<file path="config.mk">
export PLATFORM = sky130hd
export DESIGN_NAME = gab_ctrl
export DESIGN_NICKNAME = d
export VERILOG_FILES = /design/src/rtl/gab_pkg.sv /design/src/rtl/gab_ctrl.sv
export SDC_FILE = /design/constraint.sdc
export NUM_CORES = 1
export LEC_CHECK = 0
export BUFFER_PORTS_ARGS = -buffer_cell sky130_fd_sc_hd__buf_2
export CAP_MARGIN = 20
export CORE_MARGIN = 2
export CORE_UTILIZATION = 30
export CTS_CLUSTER_DIAMETER = 60
export DETAILED_ROUTE_END_ITERATION = 12
export GPL_TIMING_DRIVEN = 0
export PLACE_DENSITY = 0.67
export SYNTH_ARGS = -nofsm -noshare
export SYNTH_HDL_FRONTEND = slang
export SYNTH_SLANG_ARGS = --single-unit
</file>
<file path="constraint.sdc">
create_clock -name clk -period 1.4 [get_ports clk]
set_clock_uncertainty 0.1 [all_clocks]
set_input_delay 0.35 -clock clk [delete_from_list [all_inputs] [get_ports clk]]
set_output_delay 0.35 -clock clk [all_outputs]
set_load 0.02 [all_outputs]
</file>
<file path="src/rtl/gab_pkg.sv">
// Shared constants, request codes and controller/datapath interface types
// for the graph adjacency builder. No dependencies.
package gab_pkg;

  // Table sizes
  localparam int MAX_NODES    = 1024;
  localparam int MAX_SEGMENTS = 4096;
  localparam int SLOTS        = 8;

  // Field and counter widths
  localparam int NAME_W     = 32;
  localparam int NODE_W     = 10;
  localparam int NODE_CNT_W = 11;
  localparam int SLOT_W     = 3;
  localparam int SEG_W      = 12;
  localparam int SEG_CNT_W  = 13;
  localparam int DEG_W      = 4;
  localparam int KIND_W     = 2;
  localparam int TAB_DEPTH  = MAX_NODES * SLOTS;
  localparam int TAB_W      = NODE_W + SEG_W;

  localparam int IN_DATA_W  = 112;
  localparam int OUT_DATA_W = 40;

  localparam logic [DEG_W-1:0]      SLOTS_DEG     = DEG_W'(SLOTS);
  localparam logic [NODE_CNT_W-1:0] MAX_NODES_CNT = NODE_CNT_W'(MAX_NODES);
  localparam logic [SEG_CNT_W-1:0]  MAX_SEG_CNT   = SEG_CNT_W'(MAX_SEGMENTS);

  // Request kinds
  localparam logic [KIND_W-1:0] KIND_LOAD = 2'd0;
  localparam logic [KIND_W-1:0] KIND_SEG  = 2'd1;
  localparam logic [KIND_W-1:0] KIND_READ = 2'd2;

  // Controller to datapath commands, one step per controller state
  typedef struct packed {
    logic capture;
    logic load;
    logic scan;
    logic check;
    logic rd_a;
    logic upd_a;
    logic rd_b;
    logic upd_b;
    logic rd_q;
    logic q_wait;
    logic out_load;
  } gab_cmd_t;

  // Datapath to controller status
  typedef struct packed {
    logic scan_done;
    logic both_found;
    logic seg_full;
    logic out_free;
  } gab_sts_t;

endpackage

</file>
<file path="src/rtl/gab_ctrl.sv">
// Controller state machine of the graph adjacency builder: sequences load,
// name scan, slot update and slot read steps. Depends on gab_pkg.
module gab_ctrl
  import gab_pkg::*;
(
  input  logic              clk,
  input  logic              rst_n,
  input  logic              in_tvalid,
  input  logic [KIND_W-1:0] in_kind,
  output logic              in_tready,
  input  gab_sts_t          sts,
  output gab_cmd_t          cmd
);

  localparam logic [3:0] S_IDLE  = 4'd0;
  localparam logic [3:0] S_LOAD  = 4'd1;
  localparam logic [3:0] S_SCAN  = 4'd2;
  localparam logic [3:0] S_CHECK = 4'd3;
  localparam logic [3:0] S_A_RD  = 4'd4;
  localparam logic [3:0] S_A_UPD = 4'd5;
  localparam logic [3:0] S_B_RD  = 4'd6;
  localparam logic [3:0] S_B_UPD = 4'd7;
  localparam logic [3:0] S_Q_RD  = 4'd8;
  localparam logic [3:0] S_Q_WT  = 4'd9;
  localparam logic [3:0] S_OUT   = 4'd10;

  logic [3:0] state_r;
  logic [3:0] state_nxt;

  assign in_tready = (state_r == S_IDLE);

  // Next state and step commands
  always_comb begin
    state_nxt = state_r;
    cmd       = '0;
    case (state_r)
      S_IDLE: begin
        if (in_tvalid) begin
          cmd.capture = 1'b1;
          case (in_kind)
            KIND_LOAD: state_nxt = S_LOAD;
            KIND_SEG:  state_nxt = S_SCAN;
            KIND_READ: state_nxt = S_Q_RD;
            default:   state_nxt = S_OUT;
          endcase
        end
      end
      S_LOAD: begin
        cmd.load  = 1'b1;
        state_nxt = S_OUT;
      end
      S_SCAN: begin
        cmd.scan = 1'b1;
        if (sts.scan_done) begin
          state_nxt = S_CHECK;
        end
      end
      S_CHECK: begin
        cmd.check = 1'b1;
        state_nxt = sts.both_found ? S_A_RD : S_OUT;
      end
      S_A_RD: begin
        cmd.rd_a  = 1'b1;
        state_nxt = S_A_UPD;
      end
      S_A_UPD: begin
        cmd.upd_a = 1'b1;
        state_nxt = sts.seg_full ? S_OUT : S_B_RD;
      end
      S_B_RD: begin
        cmd.rd_b  = 1'b1;
        state_nxt = S_B_UPD;
      end
      S_B_UPD: begin
        cmd.upd_b = 1'b1;
        state_nxt = S_OUT;
      end
      S_Q_RD: begin
        cmd.rd_q  = 1'b1;
        state_nxt = S_Q_WT;
      end
      S_Q_WT: begin
        cmd.q_wait = 1'b1;
        state_nxt  = S_OUT;
      end
      S_OUT: begin
        if (sts.out_free) begin
          cmd.out_load = 1'b1;
          state_nxt    = S_IDLE;
        end
      end
      default: state_nxt = S_IDLE;
    endcase
  end

  // State register
  always_ff @(posedge clk) begin
    if (!rst_n) begin
      state_r <= S_IDLE;
    end else begin
      state_r <= state_nxt;
    end
  end

`ifndef SYNTH
  // A request is taken only from idle, and only one step runs at a time
  a_one_step: assert property (@(posedge clk) disable iff (!rst_n)
    $onehot0(cmd))
    else $error("more than one datapath step in a cycle");
  a_out_wait: assert property (@(posedge clk) disable iff (!rst_n)
    (state_r == S_OUT && !sts.out_free) |=> (state_r == S_OUT))
    else $error("result left before the output register was free");
  a_scan_exit: assert property (@(posedge clk) disable iff (!rst_n)
    (state_r == S_CHECK) |-> $past(sts.scan_done))
    else $error("check entered before the scan finished");
`endif

endmodule

</file>
==> impl_metrics.env <==
export IMPL_regToRegStartpoint="state_r[2]$_SDFFE_PN0P_"
export IMPL_grt_antenna_before_repair=0
export IMPL_crit_path_dat_ns=1.30
export IMPL_synth_area_sq_um=440
export IMPL_ys_dominant_reg_cell="sky130_fd_sc_hd__dfxtp_1"
export IMPL_synth_most_common_cell="sky130_fd_sc_hd__nor2_1"
export IMPL_grt_setup_unrepaired="true"
export IMPL_report_final_hold_viol_count=0
export IMPL_dp_hpwl_um=808
export IMPL_via_count_of_the_first_global_routing_pass=461
export IMPL_synth_sequential_area_ratio_pct=18.2
export IMPL_tritoncts="done"
export IMPL_vias_per_cell=5.20
export IMPL_leading_cell_types_by_total_area_after_synthesis="sky130_fd_sc_hd__dfxtp_1, sky130_fd_sc_hd__a2111oi_4, sky130_fd_sc_hd__nor2_1"
export IMPL_place_detailed_instances=90
export IMPL_die_area_sq_um=1790
export IMPL_endpoint_with_the_worst_hold_slack="state_r[3]$_SDFFE_PN0P_"
export IMPL_n_antenna_cell=0
export IMPL_p_total_mw=2.24
export IMPL_count_of_flip_flops_with_a_built_in_enable_after_synthesis=0
export IMPL_cts_htree_levels=1
export IMPL_num_io_pins=21
export IMPL_cts_hold_buffers=0
export IMPL_layout_top_registers="state_r (4)"
export IMPL_largest_register_ffs=4
export IMPL_postSynthNetCount=64
export IMPL_maxSlewViolCount=0
export IMPL_post_dr_wirelength_cell_um=14.2
export IMPL_violations_in_the_final_reports="negative setup slack"
export IMPL_drt_total_wl_mm=1.51
export IMPL_power_static_leakage_nw=0.394
export IMPL_path_max_fanout=6
export IMPL_maxCapViolations=0
export IMPL_rr_endpoint="state_r[0]$_SDFFE_PN0P_"
export IMPL_detail_route_drc_violations=0
export IMPL_cts_buffers_inserted=3
export IMPL_hold_critical_path_depth=2
export IMPL_netlist_instances=55
export IMPL_r2r_setup_slack_ns=-0.17
export IMPL_reg2reg_depth=5
export IMPL_tightestPinTransition_ns=0.400
export IMPL_crit_type="reg2out"
export IMPL_flow_area_growth_from_synthesis_pct=113
export IMPL_largest_register="state_r"
export IMPL_drt_pass1_iter_count=4
export IMPL_synth_top_cell_area_share_pct=18.2
export IMPL_grt_overflow=0
export IMPL_grt_total_usage_pct=14.0
export IMPL_postSynth_asyncResetShare_pct=0
export IMPL_yosys_warnings=0
export IMPL_min_period_ns=1.75
export IMPL_layout_nets=102
export IMPL_gpl_final_weighted_congestion=0.775
export IMPL_clk_latency_ns=0.23
export IMPL_worstHoldPathType="in2reg"
export IMPL_timing_critical_path_required_ns=0.95
export IMPL_status="finished, violations left"
export IMPL_timing_max_slew_rel_slack_pct=73.3
export IMPL_cts_sinks=4
export IMPL_layout_cells_non_filler=106
export IMPL_post_synth_most_frequent_cells="sky130_fd_sc_hd__nor2_1, sky130_fd_sc_hd__nor3_1, sky130_fd_sc_hd__dfxtp_1"
export IMPL_synth_top_area_cell="sky130_fd_sc_hd__dfxtp_1"
export IMPL_chipWidth_um=42.3
export IMPL_vias=551
export IMPL_drtAntennaViolNets=0
export IMPL_largest_net_degree_at_the_start_of_global_routing=11
export IMPL_worstSetupStartpoint="state_r[2]$_SDFFE_PN0P_"
export IMPL_ys_ff_latch=4
export IMPL_worstHoldStart="rst_n"
export IMPL_power_per_cell_area_nw_per_um2=2400
export IMPL_final_layout_size_suffix_gt1_share_pct=76.9
export IMPL_synth_area_per_inst_sq_um=8.01
export IMPL_min_period_over_period_pct=125
export IMPL_first_pass_grt_wire_length_mm=1.99
export IMPL_fin_util_pct=70.2
export IMPL_peakVddDrop_mv=1.32
export IMPL_die_height_um=42.3
export IMPL_netlist_cell_type_count=24
export IMPL_core_region_area_sq_um=1330
export IMPL_finalSetupTns_ns=-3.05
export IMPL_detailedRoute_firstIterationViolations=7
export IMPL_io_buffer_count=20
export IMPL_worst_hold_slack_after_final_layout_ns=0.288
export IMPL_fmax_mhz=573
export IMPL_critPathLaunchType="register"
export IMPL_critical_path_endpoint_type="output port"
export IMPL_ctsLongestPathBuffers=2
export IMPL_cts_clk_slew_worst_paths_ns=0.04
export IMPL_cts_root_buffer="sky130_fd_sc_hd__clkbuf_4"
export IMPL_number_of_placement_rows=13
export IMPL_finalSetupViolCount=15
export IMPL_timing_final_ws_setup_ns=-0.345
export IMPL_start_util_pct=33.0
final cells by class:
| cell class | instances | area [sq um] |
|---|---|---|
| multi-input combinational | 42 | 440 |
| clock buffer | 3 | 22.5 |
| timing repair buffer | 37 | 318 |
| buffer | 2 | 30.0 |
| tap | 15 | 18.8 |
| sequential | 4 | 92.6 |
| fill | 110 | 398 |
| inverter | 3 | 13.8 |
worst max-delay path: stages (launching register included):
cell	delay (ns)
sky130_fd_sc_hd__dfxtp_4	0.35
sky130_fd_sc_hd__or2_4	0.25
sky130_fd_sc_hd__nor3_4	0.20
sky130_fd_sc_hd__and2_4	0.16
sky130_fd_sc_hd__buf_6	0.10
where the power goes:
group / leakage [nW] / internal (mW) / switching [mW] / total, mW
Combinational: 0.345 / 0.943 / 0.897 / 1.84
Clock: 0.0138 / 0.0957 / 0.0433 / 0.139
Sequential: 0.0353 / 0.182 / 0.0838 / 0.266
Total: 0.394 / 1.22 / 1.02 / 2.24
metal layers:
metal / GRT usage, % / wire length, um / up-vias
met3: 1.29 / 64 / 2
met4: 5.63 / 21 / 0
met2: 21.8 / 818 / 19
met5: 0 / 0 / -
met1: 19.5 / 607 / 261
li1: - / - / 269
cells by family (layout without fill, tap and decap cells):
logic type,Yosys count,count (layout),share of synthesized area (%)
AOI/OAI and AO/OA,13,13,33.0
buffers and inverters,9,45,11.6
DFF,4,4,18.2
and+or+nand+nor,29,29,37.2
worst max path at each step:
| stage | end | slack [ns] | cells past startpoint |
|---|---|---|---|
| detailed placement | cmd[10] | -0.48 | 4 |
| CTS | cmd[10] | -0.40 | 6 |
| global placement | cmd[1] | -0.49 | 3 |
| global route | cmd[10] | -0.40 | 4 |
| floorplan | cmd[10] | -0.29 | 5 |
| finish | cmd[10] | -0.35 | 4 |
placed cells by master, fill, tap and decap left out, drive strengths merged:
cell type / netlist / layout
buf: 4 / 39
nand2b: 4 / 4
and3: 1 / 1
a32o: 2 / 2
nor2: 10 / 10
inv: 3 / 3
and2: 1 / 1
a21oi: 2 / 2
nor2b: 2 / 2
dfxtp: 4 / 4
o311a: 1 / 1
a221o: 1 / 1
o21ai: 2 / 2
o32ai: 1 / 1
clkbuf: 2 / 3
a2111oi: 2 / 2
nor4: 1 / 1
a32oi: 1 / 1
nor3: 6 / 6
or2: 1 / 1
nand2: 3 / 3
a211oi: 1 / 1
timing repair:
| item | CTS | global route |
|---|---|---|
| setup endpoints to repair | 16 | 15 |
| endpoints found under the hold margin | 0 | 0 |
| pin swaps | 7 | 12 |
| gates resized for setup | 27 | 41 |
| buffers inserted | 5 | 12 |
through the flow:
stage	area, sq um	worst slack [ns]
after floorplan	474	-0.287
after global placement	593	-0.492
after detailed placement	593	-0.484
after CTS	714	-0.399
after global routing	936	-0.403
final	936	-0.345
Note: power is estimated with default switching activity, not from simulation.
